<file path="config.mk">
export PLATFORM = sky130hd
export DESIGN_NAME = ca2_scale
export DESIGN_NICKNAME = d
export VERILOG_FILES = /design/src/rtl/core/ca2_pkg.sv /design/src/rtl/core/ca2_scale.sv
export SDC_FILE = /design/constraint.sdc
export NUM_CORES = 1
export LEC_CHECK = 0
export BUFFER_PORTS_ARGS = -buffer_cell sky130_fd_sc_hd__buf_2
export CAP_MARGIN = 20
export CORE_MARGIN = 3
export CORE_UTILIZATION = 27
export DETAILED_ROUTE_END_ITERATION = 8
export GPL_TIMING_DRIVEN = 0
export SLEW_MARGIN = 30
export SYNTH_ARGS = -nofsm -noshare
export SYNTH_HDL_FRONTEND = slang
export SYNTH_SLANG_ARGS = --single-unit
</file>
<file path="constraint.sdc">
create_clock -name clk -period 8.2 [get_ports clk]
set_input_delay 1.23 -clock clk [delete_from_list [all_inputs] [get_ports clk]]
set_output_delay 1.23 -clock clk [all_outputs]
set_load 0.01 [all_outputs]
</file>
<file path="src/rtl/core/ca2_pkg.sv">
`default_nettype none
// ----------------------------------------------------------------------------
// ca2_pkg - shared types and constants for the CORDIC atan2 pipeline
// Angle table, scale constant and the payload structs carried between stages.
// ----------------------------------------------------------------------------
package ca2_pkg;

  localparam int DATA_W         = 32;
  localparam int ANGLE_W        = 19;
  localparam int RES_W          = 20;
  localparam int TABLE_LEN      = 30;
  localparam int ITERATIONS_DEF = 16;

  // 0x6488d, kept signed so the product stays two's complement
  localparam logic signed [RES_W-1:0] SCALE_FACTOR = 20'sh6488D;
  // pi in Q16.16, low 19 bits
  localparam logic [ANGLE_W-1:0]      PI_Q16       = 19'h3243F;

  // atan(2^-t) with 2^31 standing for pi
  localparam logic [DATA_W-1:0] ARC_TABLE [TABLE_LEN] = '{
    32'h20000000, 32'h12E4051D, 32'h09FB385B, 32'h051111D4, 32'h028B0D43,
    32'h0145D7E1, 32'h00A2F61E, 32'h00517C55, 32'h0028BE53, 32'h00145F2E,
    32'h000A2F98, 32'h000517CC, 32'h00028BE6, 32'h000145F3, 32'h0000A2F9,
    32'h0000517C, 32'h000028BE, 32'h0000145F, 32'h00000A2F, 32'h00000517,
    32'h0000028B, 32'h00000145, 32'h000000A2, 32'h00000051, 32'h00000028,
    32'h00000014, 32'h0000000A, 32'h00000005, 32'h00000002, 32'h00000001
  };

  // vector state handed from cell to cell
  typedef struct packed {
    logic [DATA_W-1:0] x;
    logic [DATA_W-1:0] y;
    logic [DATA_W-1:0] z;
    logic              xneg;
    logic              zero;
    logic              ynz;
  } vec_t;

  // scaled angle before quadrant fix-up
  typedef struct packed {
    logic [RES_W-1:0] res;
    logic             xneg;
    logic             zero;
    logic             ynz;
  } scaled_t;

endpackage
`default_nettype wire

</file>
<file path="src/rtl/core/ca2_scale.sv">
`default_nettype none
// ----------------------------------------------------------------------------
// ca2_scale - rescale and quadrant fix-up
// Multiplies the angle accumulator down to Q16.16, then applies pi - angle
// for negative x and forces zero for a zero input. Two register stages.
// ----------------------------------------------------------------------------
module ca2_scale (
  input  wire logic                        clk,
  input  wire logic                        rst,
  input  wire logic                        up_valid,
  input  wire ca2_pkg::vec_t               up,
  output logic                             up_ready,
  output logic                             res_valid,
  output logic [ca2_pkg::ANGLE_W-1:0]      angle,
  input  wire logic                        res_stall
);
  import ca2_pkg::*;

  localparam int PROD_W = DATA_W + RES_W;

  logic signed [PROD_W-1:0] prod;
  scaled_t                  mul_next;
  scaled_t                  mul;
  logic                     mul_valid;
  logic                     mul_ready;
  logic                     out_ready;
  logic [ANGLE_W-1:0]       pi_sel;
  logic [ANGLE_W-1:0]       angle_next;

  // high word of z * 0x6488d; only its low 20 bits reach the result
  always_comb begin
    prod          = $signed(up.z) * SCALE_FACTOR;
    mul_next.res  = prod[PROD_W-1:DATA_W];
    mul_next.xneg = up.xneg;
    mul_next.zero = up.zero;
    mul_next.ynz  = up.ynz;
  end

  assign out_ready = !res_valid || !res_stall;
  assign mul_ready = !mul_valid || out_ready;
  assign up_ready  = mul_ready;

  always_ff @(posedge clk) begin
    if (rst) begin
      mul_valid <= 1'b0;
    end else if (mul_ready) begin
      mul_valid <= up_valid;
    end
  end

  always_ff @(posedge clk) begin
    if (mul_ready && up_valid) begin
      mul <= mul_next;
    end
  end

  // left half plane: signed pi minus angle, +pi when y was zero
  always_comb begin
    pi_sel = (mul.res[RES_W-1] && mul.ynz) ? (ANGLE_W'(0) - PI_Q16) : PI_Q16;
    if (mul.zero) begin
      angle_next = '0;
    end else if (mul.xneg) begin
      angle_next = pi_sel - mul.res[ANGLE_W-1:0];
    end else begin
      angle_next = mul.res[ANGLE_W-1:0];
    end
  end

  always_ff @(posedge clk) begin
    if (rst) begin
      res_valid <= 1'b0;
    end else if (out_ready) begin
      res_valid <= mul_valid;
    end
  end

  always_ff @(posedge clk) begin
    if (out_ready && mul_valid) begin
      angle <= angle_next;
    end
  end

endmodule
`default_nettype wire

</file>
==> results.cfg <==
[layout]
final_cell_mix = inv_1 (413), ha_1 (228), fa_1 (183), a21oi_1 (74), buf_2 (60)
drive_gt1_frac = 0.0598
antennaDiodeCount = 0
layout.nets = 1934
syn_to_final_growth_pct = 9.76
final_common_cell = inv_1

[route]
drtAntennaViolNets = 0
drtPass1Iterations = 5
drt_iter0_markers = 404
vias = 8819
drt-total-wl_um = 27400
drc = 0
post_drt_via_cell_ratio = 4.38
wl_per_cell_um = 13.6

[critical_path]
worstPathRequired_ns = 8.23
critPathKind = in -> reg
cp-start-kind = input port
crit_path_max_fanout = 6
worstSetupEndpointType = register
crit_arrival_ns = 7.40

[clock_tree]
h-tree-depth = 2
root_buffer = clkbuf_16
clk_latency_ns = 0.28
cts_hold_buf = 0
cts.path.max_buffers = 2
cts_setup_buffers = 0
tritoncts = done
numClockSinks = 44
cts-resized-gates = 0
path_clk_slew_ns = 0.06
cts_buffers = 5

[job]
maxCapViolations = 0

[floorplan]
ios = 124
rows = 77
die_w_um = 220
start_util = 0.277
coreArea_mm2 = 0.0448
dieArea_mm2 = 0.0486
die_h_um = 220

[grt]
grt_max_degree = 24
overflow = 0
grt_pass1_wl_um = 46400
antenna_found_initial = 1
grt_pass1_vias = 9491
globalRouteTotalUtil = 0.117

[place]
port_buffers = 59
place_congestion = 0.860
place_hpwl_um = 24600

[timing]
grt_setup_unrepaired = no
finalCriticalPeriod_ns = 7.37
setup_viol = 0
drv_slew = 0
finalCritPeriodShare = 0.898
setup_tns_ns = 0
tightestPinTransition_ns = 0.683
slew_headroom = 0.544
finalHoldViolations = 0
timing.fmax_ghz = 0.136
clock_skew_ns = 0.00478

[logic_synthesis]
synth_seq_cells = 44
syn_area_mm2 = 0.0124
ys_seq_area_frac = 0.105
synth_edf_count = 42
async_reset_ff_frac = 0
syn_area_per_cell_um2 = 9.18
ys.flop_type = edfxtp_1
synthesis.nets = 1866
synth_cells = 1352
synth_warnings = 0
synth.distinct_cells = 64

[run_status]
outcome = completed

[worst_hold_path]
hold_class = reg -> reg
==> final timing paths <==
check	to	from	slack [ns]	cells past startpoint
hold / removal	res_valid$_SDFFE_PP0P_	mul_valid$_SDFFE_PP0N_	0.52	2
setup / recovery	mul[18]$_DFFE_PP_	up[15]	0.83	24
hold reg to reg	res_valid$_SDFFE_PP0P_	mul_valid$_SDFFE_PP0N_	0.52	2
setup reg to reg	angle[11]$_SDFFCE_PP0P_	mul[0]$_DFFE_PP_	4.49	14
==> through the flow <==
step | setup slack, ns | instance area (um2) | utilization | instances | hold WS (ns)
after floorplan | 1.32 | 12400 | - | 1352 | 0.453
after global placement | 0.420 | 13400 | 0.300 | 2003 | 0.468
after detailed placement | 0.489 | 13500 | 0.301 | 2005 | 0.509
after CTS | 0.803 | 13600 | 0.304 | 2013 | 0.528
after global routing | 0.476 | 13600 | 0.304 | 2013 | 0.574
final | 0.834 | 13600 | 0.304 | 2013 | 0.519
==> routing by layer <==
metal	part of all wire	track usage	wire, um	vias up
met2	0.48	0.207	13000	148
met5	0.00047	0	13	-
li1	-	-	-	4435
met1	0.48	0.158	13100	4203
met3	0.030	0.00838	827	31
met4	0.016	0.0225	437	2
==> cells in the mapped netlist, types with 8 or more instances <==
library cell	n	share of area
inv_1	413	0.12
ha_1	228	0.23
fa_1	183	0.30
a21oi_1	74	0.030
nand2_1	53	0.016
nor2_1	43	0.013
edfxtp_1	42	0.10
xnor2_1	41	0.029
a21o_1	31	0.019
xor2_1	26	0.018
o21ai_0	23	0.0093
nand3_1	16	0.0065
mux2i_1	14	0.011
nor3_1	14	0.0056
a31oi_1	11	0.0055
clkbuf_1	10	0.0030
o21a_1	9	0.0054
or3_1	8	0.0040
==> registers in the layout (all words and copies together) (netlist names) <==
register and cells:
mul 23, angle 19, mul_valid 1, res_valid 1
==> area by class of cell <==
cell class                      count  area (um2)
Fill cell                        4717       31200
Multi-Input combinational cell    877        9490
Inverter                          414        1560
Sequential cell                    44        1300
Tap cell                          592         741
Timing Repair Buffer               61         323
Clock buffer                        6         129
Buffer                             17        65.1
Clock inverter                      2        12.5
==> critical path: stages <==
cell       delay [ns]
buf_2            0.19
ha_1             0.34
inv_1            0.06
fa_1             0.52
inv_1            0.05
fa_1             0.45
fa_1             0.49
inv_1            0.05
fa_1             0.47
inv_1            0.05
fa_1             0.49
inv_1            0.05
fa_1             0.51
inv_1            0.05
ha_1             0.33
a21oi_1          0.21
nand2_1          0.11
a2111oi_2        0.52
o211ai_1         0.19
o211ai_2         0.33
o21ai_2          0.17
a211oi_2         0.25
o21ai_0          0.13
xor2_1           0.15
==> logic make-up after synthesis <==
family	after synthesis	share of synthesized area
buffers and inverters	431	0.131
adder cells (fa/ha/maj)	412	0.526
AO/OA/AOI/OAI	208	0.112
AND/OR/NAND/NOR	176	0.0680
XOR/XNOR	67	0.0473
flip-flops	44	0.105
multiplexers	14	0.0113
Power is not shown: default switching activity piles up to over one toggle a cycle in this logic, so the estimate is an artifact.
