==> src/rtl/core/ca2_pkg.sv <==
`default_nettype none
// ----------------------------------------------------------------------------
// ca2_pkg - shared types and constants for the CORDIC atan2 pipeline
// Angle table, scale constant and the payload structs carried between stages.
// ----------------------------------------------------------------------------
package ca2_pkg;

  localparam int DATA_W         = 32;
  localparam int ANGLE_W        = 19;
  localparam int RES_W          = 20;
  localparam int TABLE_LEN      = 30;
  localparam int ITERATIONS_DEF = 16;

  // 0x6488d, kept signed so the product stays two's complement
  localparam logic signed [RES_W-1:0] SCALE_FACTOR = 20'sh6488D;
  // pi in Q16.16, low 19 bits
  localparam logic [ANGLE_W-1:0]      PI_Q16       = 19'h3243F;

  // atan(2^-t) with 2^31 standing for pi
  localparam logic [DATA_W-1:0] ARC_TABLE [TABLE_LEN] = '{
    32'h20000000, 32'h12E4051D, 32'h09FB385B, 32'h051111D4, 32'h028B0D43,
    32'h0145D7E1, 32'h00A2F61E, 32'h00517C55, 32'h0028BE53, 32'h00145F2E,
    32'h000A2F98, 32'h000517CC, 32'h00028BE6, 32'h000145F3, 32'h0000A2F9,
    32'h0000517C, 32'h000028BE, 32'h0000145F, 32'h00000A2F, 32'h00000517,
    32'h0000028B, 32'h00000145, 32'h000000A2, 32'h00000051, 32'h00000028,
    32'h00000014, 32'h0000000A, 32'h00000005, 32'h00000002, 32'h00000001
  };

  // vector state handed from cell to cell
  typedef struct packed {
    logic [DATA_W-1:0] x;
    logic [DATA_W-1:0] y;
    logic [DATA_W-1:0] z;
    logic              xneg;
    logic              zero;
    logic              ynz;
  } vec_t;

  // scaled angle before quadrant fix-up
  typedef struct packed {
    logic [RES_W-1:0] res;
    logic             xneg;
    logic             zero;
    logic             ynz;
  } scaled_t;

endpackage
`default_nettype wire

==> src/rtl/core/ca2_prep.sv <==
`default_nettype none
// ----------------------------------------------------------------------------
// ca2_prep - input stage
// Registers a request, folds x into the right half plane and flags zero input.
// ----------------------------------------------------------------------------
module ca2_prep (
  input  wire logic                           clk,
  input  wire logic                           rst,
  input  wire logic                           up_valid,
  input  wire logic signed [ca2_pkg::DATA_W-1:0] y_value,
  input  wire logic signed [ca2_pkg::DATA_W-1:0] x_value,
  output logic                                up_ready,
  output logic                                dn_valid,
  output ca2_pkg::vec_t                       dn,
  input  wire logic                           dn_ready
);
  import ca2_pkg::*;

  vec_t vec_next;

  // fold x, note the special cases
  always_comb begin
    vec_next.xneg = x_value[DATA_W-1];
    vec_next.x    = x_value[DATA_W-1] ? (DATA_W'(0) - x_value) : x_value;
    vec_next.y    = y_value;
    vec_next.z    = '0;
    vec_next.zero = ((x_value | y_value) == '0);
    vec_next.ynz  = (y_value != '0);
  end

  assign up_ready = !dn_valid || dn_ready;

  always_ff @(posedge clk) begin
    if (rst) begin
      dn_valid <= 1'b0;
    end else if (up_ready) begin
      dn_valid <= up_valid;
    end
  end

  always_ff @(posedge clk) begin
    if (up_ready && up_valid) begin
      dn <= vec_next;
    end
  end

endmodule
`default_nettype wire

==> config.mk <==
export PLATFORM = sky130hd
export DESIGN_NAME = ca2_prep
export DESIGN_NICKNAME = d
export VERILOG_FILES = /design/src/rtl/core/ca2_pkg.sv /design/src/rtl/core/ca2_prep.sv
export SDC_FILE = /design/constraint.sdc
export NUM_CORES = 1
export LEC_CHECK = 0
export ABC_AREA = 1
export BUFFER_PORTS_ARGS = -buffer_cell sky130_fd_sc_hd__buf_2
export CAP_MARGIN = 40
export CELL_PAD_IN_SITES_DETAIL_PLACEMENT = 1
export CELL_PAD_IN_SITES_GLOBAL_PLACEMENT = 1
export CORE_UTILIZATION = 35
export CTS_BUF_LIST = sky130_fd_sc_hd__clkbuf_2 sky130_fd_sc_hd__clkbuf_4 sky130_fd_sc_hd__clkbuf_8
export DETAILED_ROUTE_END_ITERATION = 7
export GPL_TIMING_DRIVEN = 0
export PLACE_DENSITY = 0.92
export RECOVER_POWER = 50
export SYNTH_ARGS = -nofsm -noshare
export SYNTH_HDL_FRONTEND = slang
export SYNTH_SLANG_ARGS = --single-unit
==> constraint.sdc <==
create_clock -name clk -period 5.23 [get_ports clk]
set_input_delay 1.046 -clock clk [delete_from_list [all_inputs] [get_ports clk]]
set_output_delay 1.046 -clock clk [all_outputs]
set_load 0.01 [all_outputs]
==> load_flow_metrics.sql <==
INSERT INTO impl_metrics (metric_group, metric, value, unit) VALUES
('status', 'outcome', 'completed', ''),
('place', 'dp_hpwl', '8624', 'µm'),
('sta', 'finalHoldViolations', '0', ''),
('floorplan', 'floorplan.die.height', '102.0', 'µm'),
('synthesis', 'synth_seq_cells', '68', ''),
('synthesis', 'syn_area', '3503', 'µm²'),
('floorplan', 'core_area', '9729', 'µm²'),
('sta', 'post-route-period-util', '68.04', '%'),
('setup_path', 'timing.reg2reg.worst_path_depth', '3', ''),
('hold_path', 'whs_endpoint', 'dn_valid', ''),
('sta', 'tightest_slew', '1427', 'ps'),
('sta', 'fin_worst_skew', '11.15', 'ps'),
('route', 'dr.first_iter.drc_count', '46', ''),
('setup_path', 'cp.required', '5260', 'ps'),
('cts', 'clock_path_buffers', '2', ''),
('global_routing', 'pin_count_of_the_biggest_net_entering_global_routing', '32', ''),
('layout', 'final_cell_count_no_fill', '677', ''),
('global_routing', 'grt_pass1_wl', '15730', 'µm'),
('layout', 'total_inserted_antenna_cells', '0', ''),
('synthesis', 'synth_area_leader_cell', 'edfxtp_1', ''),
('synthesis', 'synth-seq-area-share', '58.00', '%'),
('sta', 'highest_achievable_clock_rate', '0.2810', 'GHz'),
('cts', 'holdBufCountCts', '0', ''),
('route', 'final_antenna_net_count', '0', ''),
('cts', 'worst_setup_hold_path_clk_slew', '80', 'ps'),
('layout', 'n_fill_cell', '1246', ''),
('synthesis', 'synth-warning-count', '0', ''),
('synthesis', 'synth_top_area_share', '57.43', '%'),
('setup_path', 'worst_setup_path_start_kind', 'input port', ''),
('route', 'remaining_drc_errors', '0', ''),
('power_and_ir_drop', 'powerDensity', '270.2', 'nW/µm²'),
('synthesis', 'yosys.cell_types.count', '27', ''),
('setup_path', 'critical_path.cell_chain', 'buf_2 > inv_1 > a21oi_1 > clkbuf_1 > buf_12', ''),
('layout', 'final_core_utilization', '46.95', '%'),
('place', 'port_buffers', '136', ''),
('cts', 'cts_tree', 'built', ''),
('cts', 'cts_root_buf', 'clkbuf_8', ''),
('setup_path', 'ff2ff_setup_slack', '2140', 'ps'),
('setup_path', 'timing.rr.end', 'dn[43]', ''),
('floorplan', 'die_area', '10410', 'µm²'),
('cts', 'clock_net_sink_count', '68', ''),
('route', 'vias', '3031', ''),
('power_and_ir_drop', 'p_leak', '2.044', 'nW'),
('cts', 'post-cts-setup-buffers', '0', ''),
('global_routing', 'grt_overflow_total', '0', ''),
('hold_path', 'hold_class', 'register to register', ''),
('layout', 'most_used_cells_in_the_layout_excluding_fill_and_tap_cells', '94 x nand2_1, 93 x buf_2, 67 x edfxtp_1', ''),
('synthesis', 'ys_top_cells_by_area', 'edfxtp_1 57%, nand2_1 9.6%, buf_4 7.1%, nor2_1 5.5%, inv_1 3.0%', ''),
('sta', 'setup_viol_count_final', '0', ''),
('setup_path', 'cp-end-kind', 'register', ''),
('cts', 'cts_htree_levels', '3', ''),
('global_routing', 'via_count_of_the_first_global_routing_pass', '3187', ''),
('route', 'route.met3.wl', '927', 'µm'),
('floorplan', 'rows', '36', ''),
('floorplan', 'floorplan.initialDensity', '36.01', '%'),
('hold_path', 'holdCritStartpoint', 'dn_valid', ''),
('cts', 'clk-insertion-delay-late', '340', 'ps'),
('sta', 'totalNegativeSetupSlack', '0', 'ps'),
('setup_path', 'crit_arrival', '3590', 'ps'),
('floorplan', 'dieWidth', '102.0', 'µm'),
('cts', 'cts-resized-gates', '0', ''),
('sta', 'unrepaired_setup_endpoints_after_global_routing', 'no', ''),
('layout', 'area_growth_syn_to_layout', '30.39', '%'),
('cts', 'cts-buffers-inserted', '9', ''),
('power_and_ir_drop', 'power.total', '0.001235', 'W'),
('place', 'post-place-cells', '661', ''),
('route', 'route.met2.wl', '5332', 'µm'),
('route', 'route.layer.met1.wl', '4012', 'µm'),
('layout', 'design.final.nets', '609', ''),
('sta', 'report.final.slew_viol_count', '0', ''),
('global_routing', 'grt_usage', '20.68', '%');
## registers in the layout (all words and copies together) (netlist names)
| register | flops |
|---|---|
| dn | 67 |
| dn_valid | 1 |
## final cells by class
type / instances / area [µm²] / share of cell area, %
Buffer: 35 / 252.7 / 5.533
Clock buffer: 11 / 138.9 / 3.040
Clock inverter: 5 / 28.78 / 0.6300
Inverter: 29 / 108.9 / 2.383
Multi-Input combinational cell: 258 / 1191 / 26.08
Sequential cell: 68 / 2032 / 44.48
Tap cell: 133 / 166.4 / 3.643
Timing Repair Buffer: 138 / 649.4 / 14.22
## stage by stage
stage	cell area, µm²	hold WS (ps)
2_1_floorplan	3620	577.0
3_3_place_gp	4467	467.8
3_5_place_dp	4526	555.8
4_1_cts	4693	567.0
5_1_grt	4568	550.0
6_report	4568	517.1
## worst max-delay path, delay by kind of cell
kind	cells	cell delay, ps
AOI/OAI and AO/OA	1	1070
buffers and inverters	4	1450
## routing by layer
| metal | GRT usage [%] | vias up |
|---|---|---|
| met4 | 5.385 | 0 |
| met3 | 6.498 | 12 |
| li1 | - | 1467 |
| met1 | 21.99 | 1413 |
| met2 | 39.24 | 139 |
| met5 | 0 | - |
## cells by family after synthesis
group,count (synthesis),share of synthesized area [%]
simple gates,195,24.64
flops,68,58.00
buf+inv,64,10.64
compound gates,15,2.393
xor+xnor,14,3.500
fa+ha+maj,2,0.7142
other cells,1,0.1070
## Yosys cell counts
master,n
a21oi_1,3
buf_2,1
buf_4,33
buf_6,1
conb_1,1
dfxtp_1,1
edfxtp_1,67
ha_1,2
inv_1,28
inv_2,1
nand2_1,90
nand2_2,8
nand3_1,18
nand3_2,1
nand3b_1,2
nand4_1,7
nor2_1,51
nor2_2,14
nor2_4,2
nor3_1,1
nor3_2,1
o211ai_1,2
o21ai_0,4
o21ai_1,5
o21ai_2,1
xnor2_1,7
xor2_1,7
## how the worst max path moves through the flow
stage,from,to,slack [ps],cells after the start
floorplan,up_valid,dn[0],380,2
global placement,up_valid,dn[46],-790,3
detailed placement,dn_ready,up_ready,2700,4
CTS,dn_ready,up_ready,2700,4
global route,up_valid,dn[44],1410,5
finish,up_valid,dn[43],1670,5
## power by group
part,internal (W),total [W],switching (W)
Sequential,0.000644,0.000653,0.00000973
Clock,0.000179,0.000376,0.000197
Combinational,0.0000768,0.000205,0.000128
Note: power is estimated with default switching activity, not from simulation.
