`config.mk`:
```
export PLATFORM = sky130hd
export DESIGN_NAME = ca2_cell
export DESIGN_NICKNAME = d
export VERILOG_FILES = /design/src/rtl/core/ca2_pkg.sv /design/src/rtl/core/ca2_cell.sv
export SDC_FILE = /design/constraint.sdc
export NUM_CORES = 1
export LEC_CHECK = 0
export CORE_ASPECT_RATIO = 0.9
export CORE_MARGIN = 2
export CORE_UTILIZATION = 25
export CTS_CLUSTER_DIAMETER = 30
export DETAILED_ROUTE_END_ITERATION = 6
export DONT_BUFFER_PORTS = 1
export SYNTH_ARGS = -nofsm -noshare
export SYNTH_HDL_FRONTEND = slang
export SYNTH_SLANG_ARGS = --single-unit
```
`constraint.sdc`:
```
create_clock -name clk -period 3.2 [get_ports clk]
set_input_delay 0.16 -clock clk [delete_from_list [all_inputs] [get_ports clk]]
set_output_delay 0.16 -clock clk [all_outputs]
set_load 0.01 [all_outputs]
```
`src/rtl/core/ca2_pkg.sv`:
```
`default_nettype none
// ----------------------------------------------------------------------------
// ca2_pkg - shared types and constants for the CORDIC atan2 pipeline
// Angle table, scale constant and the payload structs carried between stages.
// ----------------------------------------------------------------------------
package ca2_pkg;

  localparam int DATA_W         = 32;
  localparam int ANGLE_W        = 19;
  localparam int RES_W          = 20;
  localparam int TABLE_LEN      = 30;
  localparam int ITERATIONS_DEF = 16;

  // 0x6488d, kept signed so the product stays two's complement
  localparam logic signed [RES_W-1:0] SCALE_FACTOR = 20'sh6488D;
  // pi in Q16.16, low 19 bits
  localparam logic [ANGLE_W-1:0]      PI_Q16       = 19'h3243F;

  // atan(2^-t) with 2^31 standing for pi
  localparam logic [DATA_W-1:0] ARC_TABLE [TABLE_LEN] = '{
    32'h20000000, 32'h12E4051D, 32'h09FB385B, 32'h051111D4, 32'h028B0D43,
    32'h0145D7E1, 32'h00A2F61E, 32'h00517C55, 32'h0028BE53, 32'h00145F2E,
    32'h000A2F98, 32'h000517CC, 32'h00028BE6, 32'h000145F3, 32'h0000A2F9,
    32'h0000517C, 32'h000028BE, 32'h0000145F, 32'h00000A2F, 32'h00000517,
    32'h0000028B, 32'h00000145, 32'h000000A2, 32'h00000051, 32'h00000028,
    32'h00000014, 32'h0000000A, 32'h00000005, 32'h00000002, 32'h00000001
  };

  // vector state handed from cell to cell
  typedef struct packed {
    logic [DATA_W-1:0] x;
    logic [DATA_W-1:0] y;
    logic [DATA_W-1:0] z;
    logic              xneg;
    logic              zero;
    logic              ynz;
  } vec_t;

  // scaled angle before quadrant fix-up
  typedef struct packed {
    logic [RES_W-1:0] res;
    logic             xneg;
    logic             zero;
    logic             ynz;
  } scaled_t;

endpackage
`default_nettype wire

```
`src/rtl/core/ca2_cell.sv`:
```
`default_nettype none
// ----------------------------------------------------------------------------
// ca2_cell - one CORDIC vectoring step
// Rotates toward the x axis by atan(2^-STEP) and registers the vector.
// ----------------------------------------------------------------------------
module ca2_cell #(
  parameter int STEP = 0
) (
  input  wire logic           clk,
  input  wire logic           rst,
  input  wire logic           up_valid,
  input  wire ca2_pkg::vec_t  up,
  output logic                up_ready,
  output logic                dn_valid,
  output ca2_pkg::vec_t       dn,
  input  wire logic           dn_ready
);
  import ca2_pkg::*;

  logic signed [DATA_W-1:0] dx;
  logic signed [DATA_W-1:0] dy;
  vec_t                     vec_next;

  // shift-add rotation, direction from the sign of y
  always_comb begin
    dx       = $signed(up.y) >>> STEP;
    dy       = $signed(up.x) >>> STEP;
    vec_next = up;
    if (up.y[DATA_W-1]) begin
      vec_next.x = up.x - dx;
      vec_next.y = up.y + dy;
      vec_next.z = up.z - ARC_TABLE[STEP];
    end else begin
      vec_next.x = up.x + dx;
      vec_next.y = up.y - dy;
      vec_next.z = up.z + ARC_TABLE[STEP];
    end
  end

  assign up_ready = !dn_valid || dn_ready;

  always_ff @(posedge clk) begin
    if (rst) begin
      dn_valid <= 1'b0;
    end else if (up_ready) begin
      dn_valid <= up_valid;
    end
  end

  always_ff @(posedge clk) begin
    if (up_ready && up_valid) begin
      dn <= vec_next;
    end
  end

endmodule
`default_nettype wire

```
==> results by stage <==
Power and ir drop:
- The total leakage power is 4.07 nW.
- Combinational logic is responsible for 30.8% of the overall power.
- Cell internal power was estimated by the tool at 2.79 mW.
- The net switching component of the power is 1.52 mW.
- The power density normalized to cell area is 429 nW/µm².
- Sequential cells burn 41.5% of the power.
- The share of total power dissipated in the clock network is 27.7%.
- Net switching is between 30% and 40% of the power.
- The peak ir drop on the vdd network is 0.000275 V.

Synthesis:
- The distinct cell type count of the synthesized netlist is 73.
- The instance count of the mapped netlist is 942.
- Counting flops with an async set or reset pin after synthesis yields a share of 0%.
- The primary flip-flop cell chosen by synthesis mapping is sky130_fd_sc_hd__edfxtp_1.
- The simple-gate share of the synthesized area is 11.5%.
- The combinational family with the most area after synthesis is compound AO/OA/AOI/OAI gates.
- Yosys printed 0 warnings.
- The number of nets in the synthesized netlist is 1152.
- The proportion of netlist area held by the largest area contributor is 34.1%.
- Of the synthesized area, sequential elements account for 34.3%.
- The adder and majority cell fraction of the synthesized area is 15.8%.
- The post-synthesis cell area is 8640 µm².
- In this run, synthesis produced a sequential element count of 99.
- Summing the areas of all compound-gate instances in the mapped netlist gives 23.4% of the synthesized area.
- Yosys mapped a number of flops with a built-in enable equal to 98.
- Summing the areas of all xor and xnor instances in the mapped netlist gives around 6% of the synthesized area.
- The average instance in the mapped netlist occupies 9.17 µm².
- The portion of synthesized area spent on multiplexers is under 10%.
- Summed over all instances, the cell type with the most area after synthesis is sky130_fd_sc_hd__edfxtp_1.
- By area the synthesized netlist is led by sky130_fd_sc_hd__edfxtp_1 34%, sky130_fd_sc_hd__ha_1 15%, sky130_fd_sc_hd__a21oi_1 6.8%, sky130_fd_sc_hd__xnor2_1 5.5%, sky130_fd_sc_hd__inv_1 4.1%.

Timing:
- The number of slew-limit violations in the final report is 0.
- For the pin with the worst max-slew slack, the measured transition is 0.615 ns.
- The final hold violation count came to 0.
- Setup repair after global routing left no endpoint under its margin.
- For the final routed database, the setup TNS stands at 0 ns.
- The headroom to the max-slew limit is 58.5%.
- Clock skew on the completed layout was measured at roughly 0.018 ns.
- Setup violations remaining at the end of the flow were counted as 0.
- Timing would allow up to 369 MHz.
- The post-route clock period utilization is 84.6%.
- The final period demand of the worst path is 2.71 ns.

Global route:
- The maximum number of pins on one net before global-route repair is 73.
- The number of antenna violations at the first check in global routing is 0.
- For this run, the total global-route usage over all layers was measured as 15.5%.
- Global routing finished with a remaining overflow of 0.
- The first global-routing pass estimated 42.2 mm of wire.
- The number of global-route vias before repair was ~7000.

Run status:
- The flow ran to the end, and the final reports show no timing, DRC or antenna violations.

Placed design:
- The congestion estimate from routability-driven global placement came to 0.888.
- After detailed placement, the total cell area comes to 9360 µm².
- The post-detailed-placement half-perimeter wirelength is 22.8 mm.
- The number of buffer cells added on primary ports is 0.

Drt:
- The pre-antenna-repair detailed-routing pass consisted of 7 iterations.
- The average detailed-routed wire length per instance is 19.6 µm.
- Using the TritonRoute via totals, the vias-per-cell ratio works out to slightly below 5.
- The initial DRC count is 517.
- After detailed routing, the total wire length is 28.6 mm.
- The remaining antenna violation count is 0.
- In the routed design, unresolved DRC markers number 0.
- The detailed router placed 7183 vias in this run.

Die:
- The vertical extent of the die is about 180 µm.
- The core box area is 34000 µm².
- The die is 200 µm wide.
- The die covers 36100 µm².
- For this configuration, the core starts out at a cell density of between 20% and 30%.
- Pin placement for this block handled 204 I/O pins.
- The number of cell rows is 64.

Setup path:
- Data arrives at the worst endpoint at 2.89 ns.
- The depth of the worst register-to-register path is 3.
- In this design, the stage delay of the slowest critical-path cell is about 0.46 ns.
- The reg-to-reg critical path endpoint is dn[36].
- Data on the critical path is required at its endpoint by 3.39 ns.
- The startpoint type of the worst setup path is a primary input.
- The maximum fanout count along the critical path is 9.
- The type of destination of the critical path is a flop.
- Among all stages on the critical path, the largest delay is contributed by sky130_fd_sc_hd__a311oi_1.
- The signal on the critical path passes through inv_1 -> ha_1 -> a21o_1 -> a311oi_1 -> o311ai_1 -> and2_1 -> a311o_1 -> o21ai_1 -> mux2_2 -> a211oi_1.
- In this run the register-to-register setup slack is 1.37 ns.
- The source of the worst register-to-register timing path is dn_valid.
- The critical setup path kind is primary input to flop.

Hold path:
- The startpoint of the lowest-slack hold path is up[66].
- The path with the worst hold slack has its endpoint at dn[36].
- The min-delay analysis places its worst path in the category primary input to flop.
- The worst hold path passes through 2 cells.

Clocking:
- Clock tree synthesis inserted a total of 9 buffers.
- The CTS clock-pin slew for the worst setup and hold paths is 0.08 ns.
- The latest clock arrival within the worst-skew pair is 0.37 ns.
- The TritonCTS clock tree is yes.
- The H-tree was split into 3 levels.
- Counting along the longest clock path gives a buffer depth of 2.
- The CTS sink count is 99.
- The root buffer cell chosen for the clock tree is sky130_fd_sc_hd__clkbuf_16.
- The buffer count from post-CTS setup fixing is 0.

Final layout:
- Across the whole layout, storage elements account for 2960 µm².
- The final cell utilization of the core is between 20 and 30%.
- The multi-input gate area in the final layout is 5110 µm².
- The net count of the finished layout is 1198.
- The repair_antennas step left the layout with diodes totalling 0.
- Relative to the synthesized area, the layout overhead comes to 16.1%.
- Fill cells in the final layout number 3591.
- With fillers left out, the area of the finished cells amounts to around 10000 µm².
- The share of post-route cells with drive strength above 1 is 9.06%.

Run:
- The max-cap check violation count is 0.
==> layout by cell type (no fill, tap or decap), types with 5 or more instances in the layout <==
cell / netlist / layout
sky130_fd_sc_hd__a21o_1: 15 / 15
sky130_fd_sc_hd__nand2_1: 50 / 50
sky130_fd_sc_hd__a21oi_1: 118 / 118
sky130_fd_sc_hd__o21bai_1: 14 / 14
sky130_fd_sc_hd__o21ai_0: 57 / 57
sky130_fd_sc_hd__dlygate4sd3_1: 0 / 36
sky130_fd_sc_hd__nand2b_1: 9 / 9
sky130_fd_sc_hd__buf_4: 4 / 41
sky130_fd_sc_hd__edfxtp_1: 98 / 98
sky130_fd_sc_hd__clkbuf_16: 0 / 9
sky130_fd_sc_hd__inv_1: 94 / 94
sky130_fd_sc_hd__nor2b_1: 10 / 10
sky130_fd_sc_hd__a21boi_0: 5 / 5
sky130_fd_sc_hd__mux2i_1: 17 / 17
sky130_fd_sc_hd__a31oi_1: 6 / 6
sky130_fd_sc_hd__o211ai_1: 7 / 7
sky130_fd_sc_hd__xnor2_1: 54 / 54
sky130_fd_sc_hd__ha_1: 103 / 103
sky130_fd_sc_hd__o31ai_1: 10 / 10
sky130_fd_sc_hd__a211oi_1: 14 / 14
sky130_fd_sc_hd__o31a_1: 7 / 7
sky130_fd_sc_hd__nand3_1: 7 / 7
sky130_fd_sc_hd__and3_1: 5 / 5
sky130_fd_sc_hd__nand4_1: 13 / 13
sky130_fd_sc_hd__o21a_1: 6 / 6
sky130_fd_sc_hd__xor2_1: 6 / 6
sky130_fd_sc_hd__nor2_1: 74 / 74
sky130_fd_sc_hd__nor3_1: 11 / 11
sky130_fd_sc_hd__nor4_1: 8 / 8
==> power by group through the flow <==
| stage | logic [mW] | clock network, mW | registers (mW) |
|---|---|---|---|
| 2_1_floorplan | 0.905 | 0 | 1.77 |
| 3_3_place_gp | 1.27 | 0 | 1.82 |
| 3_5_place_dp | 1.28 | 0 | 1.82 |
| 4_1_cts | 1.32 | 1.25 | 1.79 |
| 5_1_grt | 1.46 | 1.30 | 1.81 |
| 6_report | 1.32 | 1.19 | 1.78 |
==> registers in the layout, summed over array words and instances (netlist names) <==
name	count
dn	98
dn_valid	1
==> cell usage after synthesis (9+ instances only) <==
| cell type | count |
|---|---|
| sky130_fd_sc_hd__edfxtp_1 | 98 |
| sky130_fd_sc_hd__inv_1 | 94 |
| sky130_fd_sc_hd__o31ai_1 | 10 |
| sky130_fd_sc_hd__nor2_1 | 74 |
| sky130_fd_sc_hd__nand2b_1 | 9 |
| sky130_fd_sc_hd__xnor2_1 | 54 |
| sky130_fd_sc_hd__ha_1 | 103 |
| sky130_fd_sc_hd__clkbuf_1 | 21 |
| sky130_fd_sc_hd__mux2i_1 | 17 |
| sky130_fd_sc_hd__o21bai_1 | 14 |
| sky130_fd_sc_hd__nor3_1 | 11 |
| sky130_fd_sc_hd__a211oi_1 | 14 |
| sky130_fd_sc_hd__buf_2 | 9 |
| sky130_fd_sc_hd__a21o_1 | 15 |
| sky130_fd_sc_hd__o21ai_0 | 57 |
| sky130_fd_sc_hd__a21oi_1 | 118 |
| sky130_fd_sc_hd__nand2_1 | 50 |
| sky130_fd_sc_hd__nor2b_1 | 10 |
| sky130_fd_sc_hd__nand4_1 | 13 |
==> worst max-delay path by stage <==
stage / cells after the start / endpoint / start / slack (ns)
2_1_floorplan: 11 / dn[95] / up[35] / 0.51
3_3_place_gp: 12 / dn[97] / up[67] / 0.19
3_5_place_dp: 12 / dn[97] / up[35] / 0.18
4_1_cts: 12 / dn[97] / up[67] / 0.55
5_1_grt: 10 / dn[65] / up[37] / 0.31
6_report: 10 / dn[65] / up[37] / 0.49
==> layout make-up <==
class / count / share of cell area (%)
Multi-Input combinational cell: 702 / 50.9
Sequential cell: 99 / 29.5
Timing Repair Buffer: 79 / 7.06
Tap cell: 462 / 5.76
Inverter: 97 / 3.68
Clock buffer: 9 / 2.24
Clock inverter: 7 / 0.823
==> per-layer routing <==
metal  part of all wire (%)  global-route usage (%)  routed length [µm]
met5                      0                       0                   0
met4                    1.5                    4.03                 438
met3                     10                    5.69                2940
met2                     44                    23.9               12600
met1                     44                    20.3               12600
==> metrics by stage <==
step | power (mW) | instances | setup slack [ns] | hold slack (ns)
after detailed placement | 3.10 | 1403 | 0.182 | 0.247
after global placement | 3.09 | 1403 | 0.186 | 0.240
final | 4.30 | 1455 | 0.493 | 0.0996
after CTS | 4.37 | 1455 | 0.546 | 0.0314
after global routing | 4.56 | 1455 | 0.310 | 0.0924
after floorplan | 2.68 | 942 | 0.505 | 0.229
==> cell families (layout without fill, tap and decap cells) <==
group,count (synthesis),count (layout)
AOI/OAI and AO/OA,308,308
xor gates and xnor gates,60,60
adders and majority gates,107,107
buffers and inverters,141,192
DFF,99,99
muxes,19,19
and+or+nand+nor,208,208
==> worst max-delay path, delay by kind of cell <==
family                   cells  cell delay [ns]
AO/OA/AOI/OAI                6             1.73
AND/OR/NAND/NOR              1             0.20
buffers and inverters        1             0.02
adder cells (fa/ha/maj)      1             0.41
multiplexers                 1             0.36
==> what timing repair did <==
item,4_1_cts,5_1_grt
endpoints found under the setup margin,0,0
hold buffers,36,0
hold endpoints to repair,36,0
resized for setup,0,0
Power figures use the tool's default switching activity.
